`config.mk`:
```
export PLATFORM = sky130hd
export DESIGN_NAME = u2g_queue
export DESIGN_NICKNAME = d
export VERILOG_FILES = /design/src/hw/rtl/u2g_pkg.sv /design/src/hw/rtl/u2g_queue.sv
export SDC_FILE = /design/constraint.sdc
export NUM_CORES = 1
export LEC_CHECK = 0
export BUFFER_PORTS_ARGS = -buffer_cell sky130_fd_sc_hd__clkbuf_2
export CORE_UTILIZATION = 40
export DETAILED_ROUTE_END_ITERATION = 6
export SYNTH_ARGS = -nofsm -noshare
export SYNTH_HDL_FRONTEND = slang
export SYNTH_SLANG_ARGS = --single-unit
export TNS_END_PERCENT = 1
```
`constraint.sdc`:
```
create_clock -name clock -period 3.1 [get_ports clock]
set_input_delay 0.31 -clock clock [delete_from_list [all_inputs] [get_ports clock]]
set_output_delay 0.31 -clock clock [all_outputs]
set_load 0.005 [all_outputs]
```
`src/hw/rtl/u2g_pkg.sv`:
```
// ----------------------------------------------------------------------------
// u2g_pkg
// Shared types and constants of the UTF-8 to GBK stream converter.
// ----------------------------------------------------------------------------
package u2g_pkg;

   localparam logic REQ_DATA  = 1'b0;
   localparam logic REQ_TABLE = 1'b1;

   localparam logic [7:0] ASCII_LIMIT = 8'h80;
   localparam logic [7:0] LEAD2_MIN   = 8'hC2;
   localparam logic [7:0] LEAD3_MIN   = 8'hE0;
   localparam logic [7:0] LEAD4_MIN   = 8'hF0;

   localparam logic [1:0]  SKIP_LEN  = 2'd3;
   localparam logic [23:0] COUNT_MAX = 24'hFFFFFF;

   localparam int Q_DEPTH = 4;
   localparam int QPW     = $clog2(Q_DEPTH);
   localparam int QCW     = $clog2(Q_DEPTH + 1);

   typedef struct packed {
      logic        req_type;
      logic [7:0]  in_byte;
      logic        last_byte;
      logic [15:0] table_index;
      logic [15:0] table_value;
   } req_item_type;

   typedef struct packed {
      logic [7:0]  out_byte;
      logic        is_end;
      logic [23:0] out_count;
   } rsp_item_type;

   typedef enum logic [1:0] {
      KIND_NONE   = 2'd0,
      KIND_BYTE   = 2'd1,
      KIND_LOOKUP = 2'd2
   } kind_type;

   // decoded item waiting for its table read
   typedef struct packed {
      kind_type   kind;
      logic [7:0] data;
      logic       oob;
      logic       last;
   } op_type;

   // queued work for the back end: nbytes data bytes, then a terminator if last
   typedef struct packed {
      logic [1:0] nbytes;
      logic [7:0] hi;
      logic [7:0] lo;
      logic       last;
   } entry_type;

endpackage

```
`src/hw/rtl/u2g_queue.sv`:
```
// ----------------------------------------------------------------------------
// u2g_queue
// Small FIFO of work entries between the decoder and the output stage.
// ----------------------------------------------------------------------------
module u2g_queue
   import u2g_pkg::*;
(
   input  logic           clock,
   input  logic           reset,
   input  logic           push_valid,
   input  entry_type      push_entry,
   input  logic           pop,
   output logic           head_valid,
   output entry_type      head_entry,
   output logic [QCW-1:0] level
);

   entry_type      q_ff [Q_DEPTH];
   logic [QPW-1:0] wr_ptr_ff, wr_ptr_in;
   logic [QPW-1:0] rd_ptr_ff, rd_ptr_in;
   logic [QCW-1:0] count_ff, count_in;

   always_comb begin
      wr_ptr_in = push_valid ? wr_ptr_ff + QPW'(1) : wr_ptr_ff;
      rd_ptr_in = pop ? rd_ptr_ff + QPW'(1) : rd_ptr_ff;
      count_in  = count_ff + QCW'(push_valid) - QCW'(pop);
   end

   always_ff @(posedge clock) begin
      if (reset) begin
         wr_ptr_ff <= '0;
         rd_ptr_ff <= '0;
         count_ff  <= '0;
      end else begin
         wr_ptr_ff <= wr_ptr_in;
         rd_ptr_ff <= rd_ptr_in;
         count_ff  <= count_in;
      end
   end

   always_ff @(posedge clock) begin
      if (push_valid) begin
         q_ff[wr_ptr_ff] <= push_entry;
      end
   end

   assign head_valid = (count_ff != '0);
   assign head_entry = q_ff[rd_ptr_ff];
   assign level      = count_ff;

`ifndef NO_ASSERTIONS
   a_no_overflow: assert property (@(posedge clock) disable iff (reset)
      push_valid |-> (count_ff < QCW'(Q_DEPTH)) || pop)
      else $error("queue overflow");

   a_no_underflow: assert property (@(posedge clock) disable iff (reset)
      pop |-> head_valid)
      else $error("queue underflow");
`endif

endmodule

```
==> out/summary.txt <==
outcome: complete, no violations
final core area utilization: 48.0%
DIE AREA: 8410 um2
wire length per cell: 16.8 um
WL final: 5030 um
FF+latch area: 2460 um2
Synth Net Count: 170
core area: 7770 um2
fmax: 0.433 GHz
Total GRT Usage: 13.0%
Post-CTS Resized: 0
Synth Area in Compound Gates: 0.466%
pins over their slew limit: 0
worst r2r src: level[0]$_SDFF_PP0_
DP Cell Count: 284
CP required: 2790 ps
buffer depth of the longest clock path: 2
Cells after Synth: 140
slew margin rel.: 31.3%
diodes inserted: 0
Worst path max stage delay: 660 ps
Post-Layout Inst Area: 3730 um2
Die Y-Extent: 91.7 um
Period Utilization, post-route: 74.5%
FF+latch count, synth: 85
Buf/Inv on CP: 2
Filler cells: 674
Peak VDD IR: 237 uV
first-pass GRT wire length: 7880 um
pre-CTS setup slack: 1090 ps
Worst Setup EP: head_entry[15]
antenna violations before repair: 0
Via density: 4.82
register area share after synthesis: 76.5%
worst-margin pin slew: 1030 ps
Post-Syn Area per Cell: 23.0 um2
critical path's slowest cell: dfxtp_1
TritonRoute pass-1 iters: 4
vias in the first global route: 1,577
# rows: 32
worst r2r dst: level[2]$_SDFF_PP0_
Adder-Cell Fraction of Synth Area: 2.95%
pin count of the biggest net entering global routing: 20
Initial Util: 41.4%
Port Buf Inserts: 45
Multi-input gate area: 693 um2
CTS tree: built
Post CTS Setup Buffer Count: 0
main combinational cell family by area after synthesis: multiplexers
mux cell area share after synthesis: 14.7%
library cells used by synthesis: 20
Synth warnings: 0
setup violators final: 0
Post-DP Area: 3540 um2
worst skew pair latency: 340 ps
Synth Area in XOR/XNOR: 1.28%
total CTS buffers: 9
half-perimeter wire length after placement: 3240 um
Final ANT Viol Nets: 0
startpoint type of the worst setup path: register
Synth Cell Area: 3220 um2
Final Hold Vio Count: 0
Tmin final: 2310 ps
global route overflow: 0
Crit path depth: 3
nets@finish: 223
cells along the critical path: buf_4, mux4_2, clkbuf_2
Pleak: 1.33 nW
Clock Root Buffer: clkbuf_8
Clock Skews: 11.7 ps
RSZ-0062 raised after global routing: no
CP top delay family: flip-flops
H-tree depth: 3
CTS clk-pin slew, worst paths: 90 ps
critical path capture point type: output port
DR iter-0 viols: 90
Worst Hold Class: primary input to register
clk sinks: 85
simple-gate share of the synthesized area: 2.18%
CP Class: register to output port
final worst slack: 791 ps
Post-CTS Hold Fix Bufs: 0
Fin Setup TNS: 0 ps
non-filler cells in the finished layout: 300
Pwr Total: 2.34 mW
Die Width: 91.7 um
drt drc: 0
# IOs: 46
Final GP Congestion: 0.597
PwrDens: 627 nW/um2
Worst Reg-to-Reg Cells: 7
layout cells sized above 1: 35.9%
via count: 1,447
Hold Slack: 184 ps
Area growth syn-to-layout: 15.9%
Worst Path Arrival: 2000 ps
reg-to-reg slack, setup: 1300 ps
max capacitance violation total: 0
CP Max Fanout: 10
-- Yosys cell counts --
cell,number,share of area [%]
a21bo_2,1,0.31
mux4_2,10,7.0
fa_1,1,0.62
xor3_1,1,0.74
a21oi_1,1,0.16
nor2_1,5,0.58
or3_1,1,0.19
ha_1,6,2.3
dfxtp_1,9,5.6
nand3b_1,1,0.23
mux4_1,9,7.3
xnor2_1,2,0.54
buf_12,1,0.62
mux2i_1,1,0.31
inv_1,6,0.70
edfxtp_1,76,71
buf_2,2,0.31
and2_1,4,0.78
buf_6,1,0.35
nor2b_1,2,0.39
-- layout by cell type (no fill, tap or decap) --
master	instances
a21oi_1	1
mux2i_1	1
clkinvlp_4	1
or3_1	1
mux4_2	10
clkbuf_8	9
buf_4	1
edfxtp_1	76
xor3_1	1
clkbuf_2	45
nor2_1	5
and2_1	4
fa_1	1
inv_1	6
bufinv_16	1
a21bo_2	1
nand3b_1	1
dfxtp_1	9
clkinv_1	1
clkinv_2	1
clkinv_4	2
clkbuf_1	1
nor2b_1	2
mux4_1	9
xnor2_1	2
ha_1	6
-- where the power goes --
part / switching [mW] / internal [mW] / leakage [nW]
Combinational: 0.110 / 0.140 / 0.461
Sequential: 0.0367 / 1.32 / 0.773
Clock: 0.364 / 0.371 / 0.0939
-- kinds of logic after synthesis --
logic type      Yosys count
xor+xnor                  3
buf+inv                  10
mux                      20
flops                    85
fa+ha+maj                 7
compound gates            2
simple gates             13
-- worst min path at each step --
stage / start / endpoint / slack (ps) / depth (start not counted)
2_1_floorplan: reset / level[0]$_SDFF_PP0_ / 380 / 1
4_1_cts: push_entry[12] / q_ff[0][12]$_DFFE_PP_ / 170 / 1
6_report: push_entry[1] / q_ff[3][1]$_DFFE_PP_ / 180 / 1
3_3_place_gp: rd_ptr_ff[1]$_SDFFE_PP0P_ / rd_ptr_ff[1]$_SDFFE_PP0P_ / 520 / 2
5_1_grt: push_entry[7] / q_ff[1][7]$_DFFE_PP_ / 170 / 1
3_5_place_dp: push_entry[13] / q_ff[3][13]$_DFFE_PP_ / 540 / 1
-- state kept, by name (all words and copies together), names as in the netlist, named ones only --
| name | flops |
|---|---|
| level | 3 |
| wr_ptr_ff | 2 |
| q_ff | 76 |
| rd_ptr_ff | 2 |
-- routing by layer --
layer	up-vias	global-route usage, %	wire, um
met2	34	22.5	2680
met5	-	0	0
met4	0	6.25	85
li1	676	-	-
met3	8	3.15	196
met1	729	15.3	2060
-- cell type report --
| cell class | instances | share of cell area (%) |
|---|---|---|
| flip-flops and latches | 85 | 66.0 |
| multi-input cells | 45 | 18.6 |
| repair buffers | 46 | 6.24 |
| clock buffers | 10 | 3.42 |
| well taps | 102 | 3.42 |
| clock inverters | 6 | 1.71 |
| inverters | 6 | 0.604 |
Power figures use the tool's default switching activity.
