==> config.mk <==
export PLATFORM = sky130hd
export DESIGN_NAME = u2g_back
export DESIGN_NICKNAME = d
export VERILOG_FILES = /design/src/hw/rtl/u2g_pkg.sv /design/src/hw/rtl/u2g_back.sv
export SDC_FILE = /design/constraint.sdc
export NUM_CORES = 1
export LEC_CHECK = 0
export BUFFER_PORTS_ARGS = -buffer_cell sky130_fd_sc_hd__buf_2
export CORE_UTILIZATION = 40
export DETAILED_ROUTE_END_ITERATION = 6
export PLACE_DENSITY = 0.69
export SETUP_SLACK_MARGIN = 0.1
export SYNTH_ARGS = -nofsm -noshare
export SYNTH_HDL_FRONTEND = slang
export SYNTH_SLANG_ARGS = --single-unit
export TNS_END_PERCENT = 1
==> constraint.sdc <==
create_clock -name clock -period 2.4 [get_ports clock]
set_input_delay 0.24 -clock clock [delete_from_list [all_inputs] [get_ports clock]]
set_output_delay 0.24 -clock clock [all_outputs]
set_load 0.01 [all_outputs]
==> src/hw/rtl/u2g_pkg.sv <==
// ----------------------------------------------------------------------------
// u2g_pkg
// Shared types and constants of the UTF-8 to GBK stream converter.
// ----------------------------------------------------------------------------
package u2g_pkg;

   localparam logic REQ_DATA  = 1'b0;
   localparam logic REQ_TABLE = 1'b1;

   localparam logic [7:0] ASCII_LIMIT = 8'h80;
   localparam logic [7:0] LEAD2_MIN   = 8'hC2;
   localparam logic [7:0] LEAD3_MIN   = 8'hE0;
   localparam logic [7:0] LEAD4_MIN   = 8'hF0;

   localparam logic [1:0]  SKIP_LEN  = 2'd3;
   localparam logic [23:0] COUNT_MAX = 24'hFFFFFF;

   localparam int Q_DEPTH = 4;
   localparam int QPW     = $clog2(Q_DEPTH);
   localparam int QCW     = $clog2(Q_DEPTH + 1);

   typedef struct packed {
      logic        req_type;
      logic [7:0]  in_byte;
      logic        last_byte;
      logic [15:0] table_index;
      logic [15:0] table_value;
   } req_item_type;

   typedef struct packed {
      logic [7:0]  out_byte;
      logic        is_end;
      logic [23:0] out_count;
   } rsp_item_type;

   typedef enum logic [1:0] {
      KIND_NONE   = 2'd0,
      KIND_BYTE   = 2'd1,
      KIND_LOOKUP = 2'd2
   } kind_type;

   // decoded item waiting for its table read
   typedef struct packed {
      kind_type   kind;
      logic [7:0] data;
      logic       oob;
      logic       last;
   } op_type;

   // queued work for the back end: nbytes data bytes, then a terminator if last
   typedef struct packed {
      logic [1:0] nbytes;
      logic [7:0] hi;
      logic [7:0] lo;
      logic       last;
   } entry_type;

endpackage

==> src/hw/rtl/u2g_back.sv <==
// ----------------------------------------------------------------------------
// u2g_back
// Expands queued work into result items, one per cycle while rsp_stall is low,
// keeps the per-string byte count and holds the output register.
// ----------------------------------------------------------------------------
module u2g_back
   import u2g_pkg::*;
(
   input  logic         clock,
   input  logic         reset,
   input  logic         head_valid,
   input  entry_type    head_entry,
   output logic         pop,
   output logic         rsp_valid,
   input  logic         rsp_stall,
   output rsp_item_type rsp_item
);

   logic [1:0]   phase_ff, phase_in;
   logic [23:0]  count_ff, count_in;
   logic         rsp_valid_ff, rsp_valid_in;
   rsp_item_type rsp_item_ff, rsp_item_in;

   logic       load;
   logic       emit;
   logic [1:0] n_items;
   logic       is_byte;

   assign load    = !rsp_valid_ff || !rsp_stall;
   assign emit    = head_valid && load;
   assign n_items = head_entry.nbytes + 2'(head_entry.last);
   assign is_byte = (phase_ff < head_entry.nbytes);
   assign pop     = emit && (phase_ff == n_items - 2'd1);

   always_comb begin
      phase_in     = phase_ff;
      count_in     = count_ff;
      rsp_valid_in = load ? emit : rsp_valid_ff;
      rsp_item_in  = rsp_item_ff;
      if (emit) begin
         phase_in = pop ? 2'd0 : phase_ff + 2'd1;
         if (is_byte) begin
            rsp_item_in.out_byte  = (phase_ff == 2'd0) ? head_entry.hi : head_entry.lo;
            rsp_item_in.is_end    = 1'b0;
            rsp_item_in.out_count = 24'd0;
            if (count_ff != COUNT_MAX) begin
               count_in = count_ff + 24'd1;
            end
         end else begin
            rsp_item_in.out_byte  = 8'd0;
            rsp_item_in.is_end    = 1'b1;
            rsp_item_in.out_count = count_ff;
            count_in              = 24'd0;
         end
      end
   end

   always_ff @(posedge clock) begin
      if (reset) begin
         phase_ff     <= 2'd0;
         count_ff     <= 24'd0;
         rsp_valid_ff <= 1'b0;
      end else begin
         phase_ff     <= phase_in;
         count_ff     <= count_in;
         rsp_valid_ff <= rsp_valid_in;
      end
   end

   always_ff @(posedge clock) begin
      rsp_item_ff <= rsp_item_in;
   end

   assign rsp_valid = rsp_valid_ff;
   assign rsp_item  = rsp_item_ff;

`ifndef NO_ASSERTIONS
   a_count_clears_on_end: assert property (@(posedge clock) disable iff (reset)
      (emit && !is_byte) |=> (count_ff == 24'd0) && rsp_item_ff.is_end)
      else $error("count not cleared after terminator");
`endif

endmodule
==> parameters.txt, run 1 <==
Parameter                              Value

Placement
  Count of input and output buffers ... 57
  Placed Instance Area ... approximately 0.0033 mm²
  Final weighted congestion of routability-driven global placement ... about 0.87
  Placed wire-length estimate ... around 4200 µm
  Pre-CTS setup slack ... around 0.18 ns

Worst setup path
  Data arrival, critical path ... 2.36 ns
  Largest stage delay, worst path ... approximately 0.55 ns
  Number of buffers and inverters on the critical path ... 0
  Startpoint class of the critical path ... register
  Cell with the largest stage delay on the worst path ... or4_4
  CP Cell Sequence ... ha_1 > nand3_2 > or4_4 > or4b_1 > xor2_1 > nor2_1
  Max FO, Critical Path ... 6
  Worst Path Required ... 2.63 ns
  Critical path class ... register to register
  Top Family by Delay on Critical Path ... simple AND/OR/NAND/NOR gates
  Crit. End Element ... register

Synthesis
  Number of distinct standard cells referenced by the synthesized netlist ... 45
  Number of enable-type register cells in the synthesized netlist ... 33
  Synth Net Count ... roughly 310
  Post-synthesis average cell area ... about 10 µm²
  Share of async-settable or async-resettable flops after synthesis ... 0%
  Top flip-flop cell by instance count after synthesis ... edfxtp_1
  Fraction of the yosys area taken by sequential cells ... between 50% and 60%
  YS warnings ... 0
  Number of instances in the synthesized netlist ... roughly 280
  Seq cells post-synth ... 60
  Post-synthesis instance area ... between 0.002 and 0.003 mm²

Global routing
  Gr usage total ... between 10% and 20%
  Largest net degree at the start of global routing ... 42
  Global-route wire length before repair ... between 9000 and 10,000 µm
  Overflow left after global routing ... 0
  Initial antenna violation count ... 0
  Via count of the first global-routing pass ... 2,146

Clock tree
  Number of buffers between clock root and the deepest sink ... 2
  Worst-path clk slew ... 0.06 ns
  TritonCTS clock tree ... built
  CTS Sinks ... 60
  Post-cts sizing count ... 0
  Latest clock arrival within the worst-skew pair ... around 0.34 ns
  Setup repair bufs after CTS ... 0
  H-tree depth ... 3
  Buffer type at the clock tree root ... clkbuf_8
  TritonCTS Buffers ... 9
  Hold-fix buffers, CTS ... 0

Worst hold path
  Hold Crit Class ... input pin to register

Layout
  Final core occ ... 50.9%
  Count of antenna diodes in the layout ... 0
  Layout cells sized above 1 ... about 27%
  Sequential cell area ... 0.00153 mm²
  Multi-input gate area in the final layout ... ~0.0012 mm²
  Number of filler cells placed in the layout ... 685
  Cell area after layout ... about 0.0035 mm²
  Number of nets in the layout ... approximately 370
  Synthesis-to-finish area growth ... 22.3%

Die
  Boundary Pins ... 58
  Chip Height ... 86.3 µm
  Core box area ... between 0.006 and 0.007 mm²
  X dimension of the die ... ~86 µm
  Initial cell density of the core ... between 40% and 50%
  Number of rows in the core area ... 30
  Die outline area ... around 0.0075 mm²

Power
  Net switching power figure ... 0.533 mW
  PwrDens ... around 620 mW/mm²
  Part of the power in the clock network ... roughly a third
  Largest voltage drop on the vdd net ... ~0.26 mV
  Relative contribution of sequential cells to total power ... between 50 and 60%
  Switching share of total power ... approximately 25%
  Part of the total power dissipated in combinational logic ... 12.1%
  Internal power summed over all cells ... 1.63 mW
  Overall power of the completed layout ... 2.16 mW
  Standby leakage power ... ~1.3 nW

Route
  Violation count after the first detailed-route iteration ... 90
  Avg WL per Cell ... approximately 14 µm
  Total routed wirelength ... between 6000 and 7000 µm
  Average vias per placed instance ... 5.23
  Number of optimization iterations in the first detailed-route pass ... 4
  Number of nets still failing antenna checks after routing ... 0
  Vias after detailed routing ... ~2,300
  DRC viols ... 0

STA
  Pins Over Slew Limit ... 0
  Share of the clock period used by the worst path after layout ... roughly 89%
  Setup-failing EPs final ... 0
  Setup Total Neg Slack ... 0 ns
  RSZ-0062 raised after global routing ... no
  F_max ... between 400 and 500 MHz
  Final setup margin ... ~0.27 ns
  Final hold violations ... 0
  Slew HR ... about two thirds
  Slew of the pin with the lowest slew margin ... ~0.53 ns
  Final period demand of the worst path ... 2.13 ns
  Post-Route Skew ... between 0.005 and 0.006 ns

Status
  Result of the run ... finished, final reports clean

Flow run
  Number of max-cap violations ... 0
==> Yosys cell counts (2+ instances only) <==
cell type | count | area (µm²)
nor4_2 | 2 | 25.0
xnor2_1 | 3 | 26.3
o21ai_0 | 14 | 70.1
nand4_1 | 9 | 56.3
ha_1 | 4 | 50.1
edfxtp_1 | 33 | 991
a211oi_1 | 2 | 15.0
or3_1 | 6 | 37.5
o2111a_1 | 3 | 33.8
or4_1 | 5 | 37.5
dfxtp_1 | 27 | 541
clkinv_1 | 2 | 7.51
nand3_1 | 8 | 40.0
and4_1 | 2 | 17.5
a31oi_1 | 2 | 12.5
nor3_1 | 7 | 35.0
clkbuf_1 | 13 | 48.8
a311oi_1 | 2 | 17.5
mux2i_1 | 9 | 90.1
a21oi_1 | 29 | 145
a41oi_1 | 4 | 35.0
o21a_1 | 3 | 22.5
inv_1 | 5 | 18.8
nor4_1 | 2 | 12.5
nand4b_1 | 2 | 17.5
and2_1 | 26 | 163
and3_1 | 2 | 12.5
nand2_1 | 16 | 60.1
nor2_1 | 20 | 75.1
==> power groups by stage <==
stage | sequential (mW) | clock (mW) | combinational, mW
4_1_cts | 1.15 | 0.774 | 0.265
6_report | 1.15 | 0.755 | 0.262
3_5_place_dp | 1.17 | 0 | 0.264
2_1_floorplan | 1.19 | 0 | 0.138
5_1_grt | 1.15 | 0.820 | 0.289
3_3_place_gp | 1.17 | 0 | 0.260
==> worst register-to-register path, cell delays in order (launching register included) <==
cell and delay [ns]:
dfxtp_1 0.40, ha_1 0.25, nand3_2 0.14, or4_4 0.55, or4b_1 0.49, xor2_1 0.15, nor2_1 0.05
==> cell type report <==
| class | instances | area share [%] |
|---|---|---|
| clock inverters | 3 | 0.360 |
| inverters | 7 | 0.791 |
| well taps | 96 | 3.45 |
| repair buffers | 72 | 11.4 |
| clock buffers | 13 | 4.28 |
| multi-input cells | 196 | 35.6 |
| flip-flops and latches | 60 | 44.1 |
==> metrics by stage <==
step	hold slack [ns]	instances
detailed placement	0.469	431
floorplan	0.357	278
global route	0.136	447
global placement	0.457	431
CTS	0.120	447
finish	0.132	447
==> placed cells by master (no fill, tap or decap), types with 10 or more instances in the layout <==
cell type,netlist,routed
dfxtp_1,27,26
nor2_1,20,20
buf_2,1,57
and2_1,26,26
o21ai_0,14,14
nand2_1,16,16
a21oi_1,29,29
clkbuf_8,0,10
edfxtp_1,33,33
buf_4,0,15
==> state kept, by name, summed over array words and instances, names as in the netlist <==
register	cells
rsp_valid	1
count_ff	24
rsp_item	33
phase_ff	2
==> metal layers <==
metal	wire length [µm]	GRT usage [%]
met5	0	0
met4	127	9.85
met3	283	5.14
met2	2980	29.5
met1	2770	20.9
==> worst paths after layout <==
check / start / to / slack [ns] / depth (start not counted)
max: count_ff[1] / count_ff[20] / 0.27 / 6
min: head_valid / rsp_valid / 0.13 / 3
max reg2reg: count_ff[1] / count_ff[20] / 0.27 / 6
min reg2reg: phase_ff[1] / phase_ff[1] / 0.50 / 2
==> logic make-up after synthesis <==
kind of cell	Yosys count	share of synthesized area [%]
buffers and inverters	22	2.95
DFF	60	53.8
muxes	9	3.17
xor gates and xnor gates	4	1.23
adders and majority gates	4	1.76
AOI/OAI and AO/OA	66	14.5
and+or+nand+nor	113	22.6
(Power assumes the default switching activity.)
==> run 2: changes to the inputs <==
ABC_AREA = 1   (was unset)
CAP_MARGIN = 20   (was unset)
PLACE_DENSITY = 0.68   (was 0.69)
==> run 2 against run 1 <==
  * Die area is 11% higher
  * Fmax hardly changed
  * Critical path type unchanged
  * Via count is 26% higher
  * Sequential cell count stayed put
  * Total power is 15% higher
  * Count of clock-buffer cells in the layout is 4 lower
  * Hold slack better by 0.033 ns
  * Area after synthesis is 11% higher
  * Register-to-register slack hardly changed
  * Sequential share of layout area is 3.6 points lower
  * Design area is 8.9% higher
  * Sequential power hardly changed
==> parameters.txt, run 2 <==
Parameter                              Value

Synthesis
  YS warnings ... 0 (unchanged)
  Most instantiated library cell after synthesis ... nand2_1 (was edfxtp_1)
  Seq cells post-synth ... 60 (unchanged)
  Number of enable-type register cells in the synthesized netlist ... 33 (unchanged)
  Synth area leader ... edfxtp_1 (unchanged)
  Most frequent cells after synthesis ... nand2_1, nor2_1, inv_1 (was edfxtp_1, a21oi_1, dfxtp_1)
  Post-synthesis average cell area ... 7.42 µm² (was 10.2 µm²)
  Post-synthesis instance area ... 0.00317 mm² (was 0.00285 mm²)
  Top flip-flop cell by instance count after synthesis ... edfxtp_1 (unchanged)
  Ranking of synthesized cells by area ... edfxtp_1, dfxtp_1, nand2_1, nor2_1, inv_1 (was edfxtp_1, dfxtp_1, and2_1, a21oi_1, mux2i_1)
  Number of distinct standard cells referenced by the synthesized netlist ... 31 (was 45)
  Fraction of post-synthesis cell area in the top cell type by area ... 31.3% (was 34.8%)
  Synth Net Count ... 454 (was 305)
  Share of async-settable or async-resettable flops after synthesis ... 0% (unchanged)
  Number of instances in the synthesized netlist ... 427 (was 278)
  Fraction of the yosys area taken by sequential cells ... 48.3% (was 53.8%)

Layout
  Number of nets in the layout ... 515 (was 373)
  Commonest non-fill, non-tap cell in the layout ... nand2_1 (was buf_2)
  Count of antenna diodes in the layout ... 0 (unchanged)
  Number of flip-flops under the largest register name ... 33 (unchanged)
  Layout cells sized above 1 ... 19.3% (was 26.8%)
  Cell area after layout ... 0.00379 mm² (was 0.00348 mm²)
  Synthesis-to-finish area growth ... 19.6% (was 22.3%)
  Non-filler instance count after layout ... 595 (was 447)
  Most used cells in the layout excluding fill and tap cells ... nand2_1, nor2_1, buf_2 (was buf_2, edfxtp_1, a21oi_1)

STA
  Setup-failing EPs final ... 0 (unchanged)
  Final hold violations ... 0 (unchanged)
  F_max ... 469 MHz (about the same)
  Post-Route Skew ... 0.0123 ns (was 0.00590 ns)
  Final period demand of the worst path ... 2.13 ns (about the same)
  RSZ-0062 raised after global routing ... no (unchanged)
  Setup Total Neg Slack ... 0 ns (unchanged)
  Slew of the pin with the lowest slew margin ... 0.507 ns (was 0.526 ns)
  Pins Over Slew Limit ... 0 (unchanged)
  Slew HR ... 66.2% (was 64.9%)
  Min Hold Slack ... 0.165 ns (was 0.132 ns)
  Share of the clock period used by the worst path after layout ... 88.8% (about the same)

Placement
  Placed Instance Area ... 0.00355 mm² (was 0.00331 mm²)
  Final weighted congestion of routability-driven global placement ... 0.898 (was 0.867)
  Placed cell count ... 579 (was 431)
  Placed wire-length estimate ... 5440 µm (was 4150 µm)
  Count of input and output buffers ... 57 (unchanged)

Route
  Number of nets still failing antenna checks after routing ... 0 (unchanged)
  Average vias per placed instance ... 4.95 (was 5.23)
  Number of optimization iterations in the first detailed-route pass ... 4 (unchanged)
  DRC viols ... 0 (unchanged)
  Total routed wirelength ... 7710 µm (was 6160 µm)
  Violation count after the first detailed-route iteration ... 246 (was 90)
  Avg WL per Cell ... 13.0 µm (was 13.8 µm)
  Vias after detailed routing ... 2,948 (was 2,339)

Status
  Result of the run ... finished, final reports clean (unchanged)

Die
  Core box area ... 0.00769 mm² (was 0.00683 mm²)
  Chip Height ... 91.0 µm (was 86.3 µm)
  Initial cell density of the core ... 41.2% (was 41.6%)
  Boundary Pins ... 58 (unchanged)
  X dimension of the die ... 91.0 µm (was 86.3 µm)
  Die outline area ... 0.00828 mm² (was 0.00745 mm²)
  Number of rows in the core area ... 32 (was 30)

Worst setup path
  Crit. End Element ... register (unchanged)
  Startpoint class of the critical path ... register (unchanged)
  Critical path class ... register to register (unchanged)
  Worst Path Required ... 2.68 ns (was 2.63 ns)
  Cell with the largest stage delay on the worst path ... dfxtp_1 (was or4_4)
  Top Family by Delay on Critical Path ... simple AND/OR/NAND/NOR gates (unchanged)
  Number of buffers and inverters on the critical path ... 1 (was 0)
  Max FO, Critical Path ... 12 (was 6)
  Largest stage delay, worst path ... 0.51 ns (was 0.55 ns)
  Reg-to-reg slack, setup ... 0.27 ns (about the same)
  Data arrival, critical path ... 2.42 ns (was 2.36 ns)
  CP Cell Sequence ... ha_2 > nand2_1 > nor2_4 > nand2_2 > nor2_4 > nand3_4 > buf_4 > a21oi_1 > nor2_1 > nor2_1 (was ha_1 > nand3_2 > or4_4 > or4b_1 > xor2_1 > nor2_1)

Global routing
  Global-route wire length before repair ... 13,000 µm (was 9960 µm)
  Via count of the first global-routing pass ... 2,720 (was 2,146)
  Gr usage total ... 19.8% (was 17.8%)
  Largest net degree at the start of global routing ... 28 (was 42)
  Overflow left after global routing ... 0 (unchanged)
  Initial antenna violation count ... 0 (unchanged)

Clock tree
  Latest clock arrival within the worst-skew pair ... 0.35 ns (was 0.34 ns)
  Worst-path clk slew ... 0.07 ns (was 0.06 ns)
  Number of buffers between clock root and the deepest sink ... 2 (unchanged)
  Buffer type at the clock tree root ... clkbuf_8 (unchanged)
  Setup repair bufs after CTS ... 0 (unchanged)
  TritonCTS Buffers ... 9 (unchanged)
  H-tree depth ... 3 (unchanged)
  CTS Sinks ... 60 (unchanged)
  Post-cts sizing count ... 0 (unchanged)
  TritonCTS clock tree ... built (unchanged)
  Hold-fix buffers, CTS ... 0 (unchanged)

Power
  Standby leakage power ... 1.61 nW (was 1.34 nW)
  Largest voltage drop on the vdd net ... 0.274 mV (was 0.265 mV)
  Internal power summed over all cells ... 1.83 mW (was 1.63 mW)
  Net switching power figure ... 0.665 mW (was 0.533 mW)
  Switching share of total power ... 26.7% (was 24.6%)
  Overall power of the completed layout ... 2.49 mW (was 2.16 mW)
  Part of the total power dissipated in combinational logic ... 12.0% (was 12.1%)
  Part of the power in the clock network ... 41.6% (was 34.9%)
  Relative contribution of sequential cells to total power ... 46.4% (was 53.0%)
  PwrDens ... 658 mW/mm² (was 622 mW/mm²)

Flow run
  Number of max-cap violations ... 0 (unchanged)

Worst hold path
  Hold Crit Class ... input pin to register (unchanged)
==> run 2: cell count changes after synthesis, sizes merged, moves of 6 or more <==
cell    before  now
inv          5   53
or4          6    0
o21ai       15    9
clkbuf      13    3
and2        26    1
nand3        8   37
nor2        20   86
a21oi       29   23
buf          2   10
nand2       16  122
mux2i        9    0
or3          6    0
==> run 2: final timing paths <==
| check | from | end | cells past startpoint |
|---|---|---|---|
| worst max-delay path | count_ff[0] | count_ff[9] | 10 |
| worst min-delay path | rsp_stall | rsp_valid | 3 |
| worst max register to register | count_ff[0] | count_ff[9] | 10 |
| worst min register to register | rsp_valid | rsp_valid | 2 |
==> run 2: cells by family after synthesis <==
family | synth area share (%)
flops | 48.3
simple gates | 35.1
xor+xnor | 0.553
fa+ha+maj | 1.58
buf+inv | 8.69
compound gates | 5.73
==> run 2: power groups by stage <==
stage	clock (mW)	combinational, mW	sequential, mW
2_1_floorplan	0	0.174	1.20
3_5_place_dp	0	0.301	1.18
5_1_grt	1.09	0.337	1.16
4_1_cts	1.04	0.301	1.16
6_report	1.04	0.300	1.16
3_3_place_gp	0	0.292	1.18
==> run 2: layout make-up <==
cell class / instances / area (µm²)
timing repair buffer: 63 / 330
clock inverter: 7 / 100
clock buffer: 9 / 124
sequential: 60 / 1530
multi-input combinational: 300 / 1370
fill: 785 / 3900
tap: 102 / 128
inverter: 54 / 203
==> run 2: per-stage QoR <==
stage | setup slack [ns] | util [%]
2_1_floorplan | 0.185 | -
3_3_place_gp | 0.297 | 46.2
3_5_place_dp | 0.310 | 46.2
4_1_cts | 0.289 | 49.1
5_1_grt | 0.142 | 49.3
6_report | 0.268 | 49.3
==> run 2: worst register-to-register path, stage by stage, from the launching register on <==
cell     delay, ns
dfxtp_1       0.51
ha_2          0.30
nand2_1       0.12
nor2_4        0.14
nand2_2       0.11
nor2_4        0.14
nand3_4       0.20
buf_4         0.27
a21oi_1       0.14
nor2_1        0.06
nor2_1        0.09
==> run 2: metal layers <==
metal | track usage, % | vias up | share of wire (%)
li1 | - | 1486 | -
met5 | 0 | - | 0
met4 | 7.67 | 0 | 0.65
met1 | 27.2 | 1362 | 47
met2 | 31.0 | 93 | 46
met3 | 3.69 | 7 | 7.0
==> run 3: changes to the inputs <==
PLACE_DENSITY = unset   (was 0.68)
PLACE_DENSITY_LB_ADDON = 0.1   (was unset)
==> run 3 against run 2 <==
  * Non-clock buffer count unchanged
  * Sequential share of layout area increased by 0.57 points
  * Largest power group unchanged
  * Hold slack improved by 0.0081 ns
==> parameters.txt, run 3 (synthesis results as in run 2) <==
Parameter                              Value

Status
  Result of the run ... finished, final reports clean (unchanged)

Die
  X dimension of the die ... 91.0 µm (unchanged)
  Die outline area ... 0.00828 mm² (unchanged)
  Chip Height ... 91.0 µm (unchanged)
  Core box area ... 0.00769 mm² (unchanged)
  Initial cell density of the core ... 41.2% (unchanged)
  Number of rows in the core area ... 32 (unchanged)
  Boundary Pins ... 58 (unchanged)

Worst setup path
  Critical path class ... register to register (unchanged)
  RR Startpoint ... count_ff[0] (unchanged)
  Top cell by count, worst path ... nor2_4
  Worst r2r dst ... count_ff[1] (was count_ff[9])
  Startpoint class of the critical path ... register (unchanged)
  Largest stage delay, worst path ... 0.44 ns (was 0.51 ns)
  CP Cell Sequence ... ha_1 > nand2_1 > nor2_4 > nand2_2 > nor2_4 > nand3_4 > nand2_4 > inv_2 > nor2_1 > a21oi_1 (was ha_2 > nand2_1 > nor2_4 > nand2_2 > nor2_4 > nand3_4 > buf_4 > a21oi_1 > nor2_1 > nor2_1)
  Worst Path Required ... 2.63 ns (was 2.68 ns)
  Data arrival, critical path ... 2.18 ns (was 2.42 ns)
  Cell with the largest stage delay on the worst path ... dfxtp_1 (unchanged)
  Reg-to-reg slack, setup ... 0.44 ns (was 0.27 ns)
  Max FO, Critical Path ... 14 (was 12)
  Crit. End Element ... register (unchanged)
  Number of cells on the worst reg-to-reg path ... 10 (unchanged)

Layout
  Count of antenna diodes in the layout ... 0 (unchanged)
  Synthesis-to-finish area growth ... 17.9% (was 19.6%)
  Most used cells in the layout excluding fill and tap cells ... nand2_1, nor2_1, buf_2 (unchanged)
  Non-filler instance count after layout ... 595 (unchanged)
  Commonest non-fill, non-tap cell in the layout ... nand2_1 (unchanged)
  Number of nets in the layout ... 515 (unchanged)
  Layout cells sized above 1 ... 18.7% (was 19.3%)
  Number of filler cells placed in the layout ... 779 (was 785)
  Number of flip-flops under the largest register name ... 33 (unchanged)
  Final core occ ... 48.6% (was 49.3%)

STA
  Final setup margin ... 0.443 ns (was 0.268 ns)
  Final hold violations ... 0 (unchanged)
  Slew of the pin with the lowest slew margin ... 0.536 ns (was 0.507 ns)
  Final period demand of the worst path ... 1.96 ns (was 2.13 ns)
  F_max ... 511 MHz (was 469 MHz)
  RSZ-0062 raised after global routing ... no (unchanged)
  Share of the clock period used by the worst path after layout ... 81.5% (was 88.8%)
  Setup-failing EPs final ... 0 (unchanged)
  Slew HR ... 64.2% (was 66.2%)
  Pins Over Slew Limit ... 0 (unchanged)
  Post-Route Skew ... 0.00824 ns (was 0.0123 ns)
  Min Hold Slack ... 0.173 ns (was 0.165 ns)
  Setup Total Neg Slack ... 0 ns (unchanged)

Clock tree
  Worst-path clk slew ... 0.07 ns (about the same)
  Buffer type at the clock tree root ... clkbuf_8 (unchanged)
  TritonCTS clock tree ... built (unchanged)
  Latest clock arrival within the worst-skew pair ... 0.35 ns (about the same)
  Number of buffers between clock root and the deepest sink ... 2 (unchanged)
  Setup repair bufs after CTS ... 0 (unchanged)
  H-tree depth ... 3 (unchanged)
  Post-cts sizing count ... 0 (unchanged)
  Hold-fix buffers, CTS ... 0 (unchanged)
  TritonCTS Buffers ... 9 (unchanged)
  CTS Sinks ... 60 (unchanged)

Route
  Vias after detailed routing ... 2,887 (was 2,948)
  Number of nets still failing antenna checks after routing ... 0 (unchanged)
  DRC viols ... 0 (unchanged)
  Number of optimization iterations in the first detailed-route pass ... 5 (was 4)
  Average vias per placed instance ... 4.85 (was 4.95)
  Total routed wirelength ... 7890 µm (was 7710 µm)
  Avg WL per Cell ... 13.3 µm (was 13.0 µm)
  Violation count after the first detailed-route iteration ... 150 (was 246)

Global routing
  GR met1 Demand/Resource ... 26.5% (was 27.2%)
  Gr usage total ... 20.3% (was 19.8%)
  GRT Max-Usage Layer ... met2 (unchanged)
  Overflow left after global routing ... 0 (unchanged)
  Routing usage on met3 ... 3.60% (was 3.69%)
  Largest net degree at the start of global routing ... 33 (was 28)
  Initial antenna violation count ... 0 (unchanged)
  Via count of the first global-routing pass ... 2,737 (was 2,720)
  Met2 usage in global routing ... 32.5% (was 31.0%)
  Global-route wire length before repair ... 13,000 µm (about the same)

Worst hold path
  Hold Crit Class ... input pin to register (unchanged)
  Cell depth of the worst min-delay path ... 3 (unchanged)
  Worst Hold End ... rsp_valid (unchanged)
  Hold Path Origin ... rsp_stall (unchanged)

Placement
  Count of input and output buffers ... 57 (unchanged)
  Final weighted congestion of routability-driven global placement ... 0.886 (was 0.898)
  Pre-CTS setup slack ... 0.460 ns (was 0.310 ns)
  Placed cell count ... 579 (unchanged)
  Placed wire-length estimate ... 5490 µm (was 5440 µm)

Flow run
  Number of max-cap violations ... 0 (unchanged)

Power
  Standby leakage power ... 1.60 nW (was 1.61 nW)
  PwrDens ... 618 mW/mm² (was 658 mW/mm²)
  Largest voltage drop on the vdd net ... 0.302 mV (was 0.274 mV)
## run 3: stage by stage
stage,instance area (µm²),power (mW)
detailed placement,3550,1.48
floorplan,3170,1.37
global placement,3550,1.48
global route,3740,2.41
finish,3740,2.31
CTS,3740,2.33
## run 3: how the worst max path moves through the flow
stage | start | to | cells past startpoint
after floorplan | rsp_valid | count_ff[12] | 6
after global placement | count_ff[0] | count_ff[1] | 10
final | count_ff[0] | count_ff[1] | 10
after detailed placement | count_ff[0] | count_ff[1] | 10
after CTS | count_ff[0] | count_ff[1] | 10
after global routing | count_ff[0] | count_ff[20] | 11
## run 3: power by group
part	switching, mW	leakage, nW	total, mW	internal [mW]
clock	0.395	0.0965	0.852	0.457
sequential	0.0201	0.552	1.16	1.14
combinational	0.198	0.956	0.299	0.101
## run 3: cell type report
cell class	instances	area, µm²	area share (%)
timing repair buffer	63	330	8.84
clock inverter	2	10.0	0.268
tap	102	128	3.42
clock buffer	14	173	4.62
inverter	54	203	5.43
multi-input combinational	300	1360	36.4
sequential	60	1530	41.0
## run 3: critical path: cells and delay by family, from the launching register on
| family | cells | cell delay [ns] |
|---|---|---|
| simple gates | 7 | 0.90 |
| flops | 1 | 0.44 |
| fa+ha+maj | 1 | 0.28 |
| buf+inv | 1 | 0.14 |
| compound gates | 1 | 0.08 |
## run 3: metal layers
layer | up-vias | wire length, µm
met4 | 0 | 175
met3 | 14 | 507
met1 | 1295 | 3640
met2 | 97 | 3570
met5 | - | 0
li1 | 1481 | -
